`config.mk`:
```
export PLATFORM = sky130hd
export DESIGN_NAME = cosine_similarity_clamped_core
export DESIGN_NICKNAME = d
export VERILOG_FILES = /design/src/rtl/csc_pkg.sv /design/src/rtl/cosine_similarity_clamped_core.sv /design/src/rtl/csc_front.sv /design/src/rtl/csc_queue.sv /design/src/rtl/csc_back.sv
export SDC_FILE = /design/constraint.sdc
export NUM_CORES = 2
export LEC_CHECK = 0
export ABC_AREA = 1
export BUFFER_PORTS_ARGS = -buffer_cell sky130_fd_sc_hd__buf_2
export CAP_MARGIN = 25
export CORE_MARGIN = 2
export CORE_UTILIZATION = 40
export DETAILED_ROUTE_END_ITERATION = 8
export GPL_TIMING_DRIVEN = 0
export SLEW_MARGIN = 10
export SYNTH_ARGS = -nofsm -noshare
export SYNTH_HDL_FRONTEND = slang
export SYNTH_SLANG_ARGS = --single-unit
```
`constraint.sdc`:
```
create_clock -name i_clk -period 10.8 [get_ports i_clk]
set_input_delay 1.62 -clock i_clk [delete_from_list [all_inputs] [get_ports i_clk]]
set_output_delay 1.62 -clock i_clk [all_outputs]
set_load 0.05 [all_outputs]
```
`src/rtl/csc_pkg.sv`:
```
// shared types and constants for the clamped cosine similarity core
package csc_pkg;

    localparam int ELEM_BITS   = 16;
    localparam int DEF_MAX_DIM = 256;
    localparam int DOT_W       = 40;
    localparam int NORM_W      = 39;
    localparam int MAG_W       = DOT_W - 1;
    localparam int PROD_W      = 2 * NORM_W;
    localparam int QUOT_W      = 30;
    localparam int ROOT_W      = QUOT_W / 2;
    localparam int SREM_W      = ROOT_W + 2;
    localparam int SIM_W       = 16;
    localparam int STEP_W      = 6;
    localparam int Q_DEPTH     = 2;

    localparam logic [SIM_W-1:0] ONE_Q15 = SIM_W'(32768);

    localparam logic [STEP_W-1:0] MUL_LAST  = STEP_W'(MAG_W - 1);
    localparam logic [STEP_W-1:0] DIV_LAST  = STEP_W'(QUOT_W - 1);
    localparam logic [STEP_W-1:0] SQRT_LAST = STEP_W'(ROOT_W - 1);

    typedef struct packed {
        logic [DOT_W-1:0]  dot;
        logic [NORM_W-1:0] norm_a;
        logic [NORM_W-1:0] norm_b;
        logic              too_long;
    } t_vec_rec;

    typedef struct packed {
        logic     valid;
        t_vec_rec rec;
    } t_push;

    typedef struct packed {
        logic full;
        logic empty;
    } t_q_stat;

    typedef enum logic [2:0] {
        ST_IDLE,
        ST_MUL,
        ST_CMP,
        ST_DIV,
        ST_SQRT,
        ST_DONE
    } t_back_state;

endpackage

```
`src/rtl/cosine_similarity_clamped_core.sv`:
```
// top level of the clamped cosine similarity core
//
//  channel   signals                                   direction
//  pairs     i_valid o_stall i_a_elem i_b_elem i_last  in
//  results   o_valid i_stall o_similarity
//            o_degenerate o_length_error               out
//
// the front takes one element pair per cycle while the two-entry queue has room
// the back handles one vector at a time: 39 shift-add multiply steps,
// one compare, 30 division steps, 15 square root steps and load/unload
// zero-norm or non-positive dot product vectors go from idle straight to done
// synchronous active-low reset clears accumulators, queue and back state
// o_stall rises while the queue is full; results wait in the output register
module cosine_similarity_clamped_core #(
    parameter int MAX_DIM = csc_pkg::DEF_MAX_DIM
) (
    input  logic                                 i_clk,
    input  logic                                 i_rst_n,
    input  logic                                 i_valid,
    output logic                                 o_stall,
    input  logic signed [csc_pkg::ELEM_BITS-1:0] i_a_elem,
    input  logic signed [csc_pkg::ELEM_BITS-1:0] i_b_elem,
    input  logic                                 i_last,
    output logic                                 o_valid,
    input  logic                                 i_stall,
    output logic [csc_pkg::SIM_W-1:0]            o_similarity,
    output logic                                 o_degenerate,
    output logic                                 o_length_error
);
    import csc_pkg::*;

    t_push    w_push;
    t_q_stat  w_stat;
    t_vec_rec w_rec;
    logic     w_pop;

    assign o_stall = w_stat.full;

    csc_front #(
        .MAX_DIM(MAX_DIM)
    ) u_front (
        .i_clk    (i_clk),
        .i_rst_n  (i_rst_n),
        .i_valid  (i_valid),
        .i_stall  (o_stall),
        .i_a_elem (i_a_elem),
        .i_b_elem (i_b_elem),
        .i_last   (i_last),
        .o_push   (w_push)
    );

    csc_queue u_queue (
        .i_clk   (i_clk),
        .i_rst_n (i_rst_n),
        .i_push  (w_push),
        .i_pop   (w_pop),
        .o_stat  (w_stat),
        .o_rec   (w_rec)
    );

    csc_back u_back (
        .i_clk          (i_clk),
        .i_rst_n        (i_rst_n),
        .i_rec          (w_rec),
        .i_stat         (w_stat),
        .o_pop          (w_pop),
        .i_stall        (i_stall),
        .o_valid        (o_valid),
        .o_similarity   (o_similarity),
        .o_degenerate   (o_degenerate),
        .o_length_error (o_length_error)
    );

    a_no_push_full: assert property (@(posedge i_clk) disable iff (!i_rst_n)
        w_push.valid |-> !w_stat.full)
        else $error("request pushed into full queue");

    a_no_pop_empty: assert property (@(posedge i_clk) disable iff (!i_rst_n)
        w_pop |-> !w_stat.empty)
        else $error("pop from empty queue");

    a_sim_range: assert property (@(posedge i_clk) disable iff (!i_rst_n)
        o_valid |-> o_similarity <= ONE_Q15)
        else $error("similarity above one");

    a_degen_zero: assert property (@(posedge i_clk) disable iff (!i_rst_n)
        (o_valid && o_degenerate) |-> o_similarity == '0)
        else $error("degenerate result with nonzero similarity");

endmodule

```
`src/rtl/csc_front.sv`:
```
// front end: accepts element pairs and accumulates dot product and sums of squares
module csc_front #(
    parameter int MAX_DIM = csc_pkg::DEF_MAX_DIM
) (
    input  logic                                i_clk,
    input  logic                                i_rst_n,
    input  logic                                i_valid,
    input  logic                                i_stall,
    input  logic signed [csc_pkg::ELEM_BITS-1:0] i_a_elem,
    input  logic signed [csc_pkg::ELEM_BITS-1:0] i_b_elem,
    input  logic                                i_last,
    output csc_pkg::t_push                      o_push
);
    import csc_pkg::*;

    localparam int CNT_W = $clog2(MAX_DIM + 1);

    logic [DOT_W-1:0]  r_dot,      n_dot;
    logic [NORM_W-1:0] r_norm_a,   n_norm_a;
    logic [NORM_W-1:0] r_norm_b,   n_norm_b;
    logic [CNT_W-1:0]  r_cnt,      n_cnt;
    logic              r_too_long, n_too_long;

    logic signed [2*ELEM_BITS-1:0] w_ab;
    logic signed [2*ELEM_BITS-1:0] w_aa;
    logic signed [2*ELEM_BITS-1:0] w_bb;
    logic                          w_accept;
    logic                          w_room;

    assign w_ab     = (2*ELEM_BITS)'(i_a_elem) * (2*ELEM_BITS)'(i_b_elem);
    assign w_aa     = (2*ELEM_BITS)'(i_a_elem) * (2*ELEM_BITS)'(i_a_elem);
    assign w_bb     = (2*ELEM_BITS)'(i_b_elem) * (2*ELEM_BITS)'(i_b_elem);
    assign w_accept = i_valid && !i_stall;
    assign w_room   = r_cnt < CNT_W'(MAX_DIM);

    always_comb begin
        n_dot      = r_dot;
        n_norm_a   = r_norm_a;
        n_norm_b   = r_norm_b;
        n_cnt      = r_cnt;
        n_too_long = r_too_long;
        if (w_room) begin
            n_dot    = r_dot + DOT_W'(w_ab);
            n_norm_a = r_norm_a + NORM_W'($unsigned(w_aa));
            n_norm_b = r_norm_b + NORM_W'($unsigned(w_bb));
            n_cnt    = r_cnt + 1'b1;
        end else begin
            n_too_long = 1'b1;
        end
    end

    always_comb begin
        o_push.valid        = w_accept && i_last;
        o_push.rec.dot      = n_dot;
        o_push.rec.norm_a   = n_norm_a;
        o_push.rec.norm_b   = n_norm_b;
        o_push.rec.too_long = n_too_long;
    end

    always_ff @(posedge i_clk) begin
        if (!i_rst_n) begin
            r_dot      <= '0;
            r_norm_a   <= '0;
            r_norm_b   <= '0;
            r_cnt      <= '0;
            r_too_long <= 1'b0;
        end else if (w_accept) begin
            if (i_last) begin
                r_dot      <= '0;
                r_norm_a   <= '0;
                r_norm_b   <= '0;
                r_cnt      <= '0;
                r_too_long <= 1'b0;
            end else begin
                r_dot      <= n_dot;
                r_norm_a   <= n_norm_a;
                r_norm_b   <= n_norm_b;
                r_cnt      <= n_cnt;
                r_too_long <= n_too_long;
            end
        end
    end

endmodule

```
`src/rtl/csc_queue.sv`:
```
// short queue of finished vector sums between front and back
module csc_queue (
    input  logic              i_clk,
    input  logic              i_rst_n,
    input  csc_pkg::t_push    i_push,
    input  logic              i_pop,
    output csc_pkg::t_q_stat  o_stat,
    output csc_pkg::t_vec_rec o_rec
);
    import csc_pkg::*;

    localparam int AW = $clog2(Q_DEPTH);
    localparam int CW = $clog2(Q_DEPTH + 1);

    t_vec_rec        r_mem [Q_DEPTH];
    logic [AW-1:0]   r_wr;
    logic [AW-1:0]   r_rd;
    logic [CW-1:0]   r_cnt;

    assign o_stat.full  = r_cnt == CW'(Q_DEPTH);
    assign o_stat.empty = r_cnt == '0;
    assign o_rec        = r_mem[r_rd];

    always_ff @(posedge i_clk) begin
        if (i_push.valid) begin
            r_mem[r_wr] <= i_push.rec;
        end
    end

    always_ff @(posedge i_clk) begin
        if (!i_rst_n) begin
            r_wr  <= '0;
            r_rd  <= '0;
            r_cnt <= '0;
        end else begin
            if (i_push.valid) begin
                r_wr <= (r_wr == AW'(Q_DEPTH - 1)) ? '0 : r_wr + 1'b1;
            end
            if (i_pop) begin
                r_rd <= (r_rd == AW'(Q_DEPTH - 1)) ? '0 : r_rd + 1'b1;
            end
            case ({i_push.valid, i_pop})
                2'b10:   r_cnt <= r_cnt + 1'b1;
                2'b01:   r_cnt <= r_cnt - 1'b1;
                default: r_cnt <= r_cnt;
            endcase
        end
    end

endmodule

```
`src/rtl/csc_back.sv`:
```
// back end: shift-add multiplies, long division and square root per vector, with output register
module csc_back (
    input  logic                            i_clk,
    input  logic                            i_rst_n,
    input  csc_pkg::t_vec_rec               i_rec,
    input  csc_pkg::t_q_stat                i_stat,
    output logic                            o_pop,
    input  logic                            i_stall,
    output logic                            o_valid,
    output logic [csc_pkg::SIM_W-1:0]       o_similarity,
    output logic                            o_degenerate,
    output logic                            o_length_error
);
    import csc_pkg::*;

    t_back_state          r_state,   n_state;
    logic [STEP_W-1:0]    r_step,    n_step;
    logic [PROD_W-1:0]    r_md,      n_md;
    logic [MAG_W-1:0]     r_qd,      n_qd;
    logic [PROD_W-1:0]    r_pd,      n_pd;
    logic [PROD_W-1:0]    r_mn,      n_mn;
    logic [NORM_W-1:0]    r_qn,      n_qn;
    logic [PROD_W-1:0]    r_pn,      n_pn;
    logic [PROD_W-1:0]    r_rem,     n_rem;
    logic [QUOT_W-1:0]    r_q,       n_q;
    logic [SREM_W-1:0]    r_srem,    n_srem;
    logic [ROOT_W-1:0]    r_root,    n_root;
    logic [SIM_W-1:0]     r_sim,     n_sim;
    logic                 r_degen,   n_degen;
    logic                 r_lerr,    n_lerr;
    logic                 r_out_valid, n_out_valid;
    logic [SIM_W-1:0]     r_out_sim,   n_out_sim;
    logic                 r_out_degen, n_out_degen;
    logic                 r_out_lerr,  n_out_lerr;

    logic [PROD_W:0]      w_rem2;
    logic [PROD_W:0]      w_diff;
    logic                 w_div_ge;
    logic [SREM_W+1:0]    w_rem4;
    logic [SREM_W+1:0]    w_trial;
    logic                 w_sq_ge;
    logic [SREM_W+1:0]    w_sq_diff;

    assign w_rem2    = {r_rem, 1'b0};
    assign w_diff    = w_rem2 - {1'b0, r_pn};
    assign w_div_ge  = w_rem2 >= {1'b0, r_pn};
    assign w_rem4    = {r_srem, r_q[QUOT_W-1 -: 2]};
    assign w_trial   = (SREM_W + 2)'({r_root, 2'b01});
    assign w_sq_ge   = w_rem4 >= w_trial;
    assign w_sq_diff = w_rem4 - w_trial;

    always_comb begin
        n_state     = r_state;
        n_step      = r_step;
        n_md        = r_md;
        n_qd        = r_qd;
        n_pd        = r_pd;
        n_mn        = r_mn;
        n_qn        = r_qn;
        n_pn        = r_pn;
        n_rem       = r_rem;
        n_q         = r_q;
        n_srem      = r_srem;
        n_root      = r_root;
        n_sim       = r_sim;
        n_degen     = r_degen;
        n_lerr      = r_lerr;
        n_out_valid = r_out_valid && i_stall;
        n_out_sim   = r_out_sim;
        n_out_degen = r_out_degen;
        n_out_lerr  = r_out_lerr;
        o_pop       = 1'b0;

        unique case (r_state)
            ST_IDLE: begin
                if (!i_stat.empty) begin
                    o_pop   = 1'b1;
                    n_lerr  = i_rec.too_long;
                    n_sim   = '0;
                    n_degen = 1'b0;
                    n_md    = PROD_W'(i_rec.dot[MAG_W-1:0]);
                    n_qd    = i_rec.dot[MAG_W-1:0];
                    n_mn    = PROD_W'(i_rec.norm_a);
                    n_qn    = i_rec.norm_b;
                    n_pd    = '0;
                    n_pn    = '0;
                    n_step  = '0;
                    if (i_rec.norm_a == '0 || i_rec.norm_b == '0) begin
                        n_degen = 1'b1;
                        n_state = ST_DONE;
                    end else if (i_rec.dot[DOT_W-1] || i_rec.dot == '0) begin
                        n_state = ST_DONE;
                    end else begin
                        n_state = ST_MUL;
                    end
                end
            end
            ST_MUL: begin
                if (r_qd[0]) begin
                    n_pd = r_pd + r_md;
                end
                if (r_qn[0]) begin
                    n_pn = r_pn + r_mn;
                end
                n_md   = {r_md[PROD_W-2:0], 1'b0};
                n_mn   = {r_mn[PROD_W-2:0], 1'b0};
                n_qd   = {1'b0, r_qd[MAG_W-1:1]};
                n_qn   = {1'b0, r_qn[NORM_W-1:1]};
                n_step = r_step + 1'b1;
                if (r_step == MUL_LAST) begin
                    n_state = ST_CMP;
                end
            end
            ST_CMP: begin
                // dot^2 at or above the norm product clamps to one
                if (r_pd >= r_pn) begin
                    n_sim   = ONE_Q15;
                    n_state = ST_DONE;
                end else begin
                    n_rem   = r_pd;
                    n_q     = '0;
                    n_step  = '0;
                    n_state = ST_DIV;
                end
            end
            ST_DIV: begin
                n_rem  = w_div_ge ? w_diff[PROD_W-1:0] : w_rem2[PROD_W-1:0];
                n_q    = {r_q[QUOT_W-2:0], w_div_ge};
                n_step = r_step + 1'b1;
                if (r_step == DIV_LAST) begin
                    n_srem  = '0;
                    n_root  = '0;
                    n_step  = '0;
                    n_state = ST_SQRT;
                end
            end
            ST_SQRT: begin
                n_srem = w_sq_ge ? w_sq_diff[SREM_W-1:0] : w_rem4[SREM_W-1:0];
                n_root = {r_root[ROOT_W-2:0], w_sq_ge};
                n_q    = {r_q[QUOT_W-3:0], 2'b00};
                n_step = r_step + 1'b1;
                if (r_step == SQRT_LAST) begin
                    n_sim   = SIM_W'(n_root);
                    n_state = ST_DONE;
                end
            end
            ST_DONE: begin
                if (!r_out_valid || !i_stall) begin
                    n_out_valid = 1'b1;
                    n_out_sim   = r_sim;
                    n_out_degen = r_degen;
                    n_out_lerr  = r_lerr;
                    n_state     = ST_IDLE;
                end
            end
            default: begin
                n_state = ST_IDLE;
            end
        endcase
    end

    always_ff @(posedge i_clk) begin
        if (!i_rst_n) begin
            r_state     <= ST_IDLE;
            r_out_valid <= 1'b0;
        end else begin
            r_state     <= n_state;
            r_out_valid <= n_out_valid;
        end
    end

    always_ff @(posedge i_clk) begin
        r_step      <= n_step;
        r_md        <= n_md;
        r_qd        <= n_qd;
        r_pd        <= n_pd;
        r_mn        <= n_mn;
        r_qn        <= n_qn;
        r_pn        <= n_pn;
        r_rem       <= n_rem;
        r_q         <= n_q;
        r_srem      <= n_srem;
        r_root      <= n_root;
        r_sim       <= n_sim;
        r_degen     <= n_degen;
        r_lerr      <= n_lerr;
        r_out_sim   <= n_out_sim;
        r_out_degen <= n_out_degen;
        r_out_lerr  <= n_out_lerr;
    end

    assign o_valid        = r_out_valid;
    assign o_similarity   = r_out_sim;
    assign o_degenerate   = r_out_degen;
    assign o_length_error = r_out_lerr;

endmodule

```
==> qor.csv <==
metric,value,unit
# rows,179,
Crit Path Class,primary input to flip-flop,
Clock Latency Late Sink,0.81,ns
Crit-path slowest cell,xor2_1,
H-tree Lvls,3,
Synth async-reset ratio,0,%
Setup TNS,0,ns
Netlist cell types,60,
Post-synth EDFFs,810,
Die X,491.9,um
R2R depth,10,
"Top FF cell, synth",edfxtp_1,
first-pass GRT wire length,514200,um
I/O pin count,57,
CTS Buf Count,108,
total gr overflow,0,
Layout Nets,14273,
highest clock rate,0.09623,GHz
number of synthesis warnings,0,
Final Hold Fails,0,
CTS tree,done,
Initial DRC Count,7841,
WP data required,11.23,ns
Worst Path Max Fanout,10,
hold_sp,u_back.r_sim[14]$_DFFE_PP_,
fin cells,16071,
top cell type's share of synthesized area,25.55,%
Initial Utilization,40.14,%
PortBufs,49,
r2r setup slk,6.09,ns
Rel. slew slack,22.47,%
Worst-path clk slew,0.06,ns
Synth Net Count,14067,
crit path DAT,10.83,ns
Mean Syn Cell Area,7.563,um2
gp weighted congestion,1.045,
vias,83642,
CP endpoint kind,flip-flop,
"area leader, netlist",edfxtp_1,
Critical Path Source Type,primary input,
Slew Limit Fails,0,
"Core Util, Final",43.88,%
DP Cell Count,15849,
Final HPWL DP,294800,um
status,"complete, no violations",
CP most frequent cell,nand2_1,
1st-pass router iterations,6,
mapped cell area,95210,um2
routed wire length per instance,21.65,um
DRC,0,
share of cells above drive strength 1,3.600,%
"Setup violations, final",0,
top post-synthesis cells by count,"nand2_1, inv_1, nor2_1, a21oi_1, edfxtp_1",
max-cap viol count,0,
period utilization,96.22,%
Core ar.,237200,um2
crit-path max cell delay,0.88,ns
vias per inst,5.205,
clock sink total,947,
Die ar.,241900,um2
RSZ-0062 raised after global routing,false,
clk root buf,clkbuf_16,
cell with the most instances after synthesis,nand2_1,
post-layout min period,10.39,ns
"antenna viol nets, final",0,
GRT Overall Usage,28.29,%
Seq cells post-synth,947,
placed cell areas,100300,um2
Max Clock Skew,0.09770,ns
HP Class,flip-flop to flip-flop,
worst slew pin tran,1.163,ns
Final Cell Area,104100,um2
area delta synth->final,9.319,%
FF-to-FF Start,u_back.r_state[1]$_SDFFE_PN0P_,
WL final,347900,um
post-synthesis sequential area ratio,28.43,%
Die Y,491.9,um
largest net degree at the start of global routing,62,
vias in the first global route,80996,
CTS Buffer Depth,3,
WHS Endpoint,u_back.o_similarity[14]$_DFFE_PP_,
hold path depth,0,
postcts setup bufs,0,
synth top area cells,"edfxtp_1, fa_1, nand2_1",
initial antenna violation count,18,
Syn Inst Count,12588,
r2r endpoint,u_back.r_pn[69]$_SDFFCE_PN0P_,
[cells in the final DEF, fill, tap and decap left out, types with 137 or more instances in the layout]
cell      instances
nand2_1        2958
inv_1          2480
clkbuf_1        278
nor2_1         1303
edfxtp_1        810
nand3_1         398
ha_1            702
fa_1            739
o21ai_0         708
dfxtp_1         137
a21oi_1         914
[critical path: cells and delay by family]
family	cells	cell delay (ns)
AOI/OAI and AO/OA	2	0.78
xor gates and xnor gates	1	0.88
adders and majority gates	8	4.22
buffers and inverters	8	1.89
and+or+nand+nor	11	1.40
[how the worst max path moves through the flow]
stage,startpoint,endpoint,slack [ns]
6_report,i_a_elem[8],u_queue.r_mem[1][76]$_DFFE_PP_,0.41
3_5_place_dp,i_a_elem[15],u_front.r_norm_a[36]$_SDFFE_PN0P_,-0.89
3_3_place_gp,u_back.r_state[1]$_SDFFE_PN0P_,u_back.r_pn[56]$_SDFFCE_PN0P_,-3.86
5_1_grt,i_a_elem[15],u_queue.r_mem[1][112]$_DFFE_PP_,0.08
4_1_cts,i_a_elem[15],u_queue.r_mem[1][112]$_DFFE_PP_,0.07
2_1_floorplan,u_back.r_state[1]$_SDFFE_PN0P_,u_back.r_pn[0]$_SDFFCE_PN0P_,1.88
[registers in the layout (all words and copies together) (netlist names), 40 cells and up, named ones only]
name,count
u_back.r_md,78
u_back.r_mn,78
u_back.r_pd,78
u_back.r_pn,78
u_back.r_rem,78
u_front.r_dot,40
u_queue.r_mem,238
[timing repair]
action | in CTS | in global routing
endpoints found under the hold margin | 0 | 0
resized for setup | 1 | 23
pin swaps | 0 | 0
hold buffers | 0 | 0
endpoints found under the setup margin | 4 | 43
[layer usage]
layer	track usage, %	vias up	part of all wire [%]
li1	-	40471	-
met1	36.82	39693	42
met2	46.31	2883	46
met3	3.056	585	6.1
met4	14.98	10	6.2
met5	0	-	0.020
[cells by family (layout without fill, tap and decap cells)]
logic type,after synthesis,after routing,synth area share (%)
AOI/OAI and AO/OA,2112,2112,12.12
xor gates and xnor gates,188,188,1.730
adders and majority gates,1442,1442,24.79
buffers and inverters,2798,3099,11.13
DFF,947,947,28.43
muxes,2,2,0.02103
other,0,15,0
and+or+nand+nor,5099,5099,21.78
[cell type report]
class	count	area [um2]
clock inverters	62	684.4
plain buffers	306	1261
flip-flops and latches	947	27070
fillers	24578	133100
clock buffers	143	3019
multi-input cells	8843	57640
repair buffers	96	1052
well taps	3167	3963
diodes	15	37.54
inverters	2492	9354
[per-stage QoR]
step	worst slack (ns)	hold slack, ns
2_1_floorplan	1.880	0.4003
3_3_place_gp	-3.860	0.4013
3_5_place_dp	-0.8924	0.4045
4_1_cts	0.06961	0.4193
5_1_grt	0.08480	0.4283
6_report	0.4083	0.4199
Power is not shown: default switching activity piles up to over one toggle a cycle in this logic, so the estimate is an artifact.
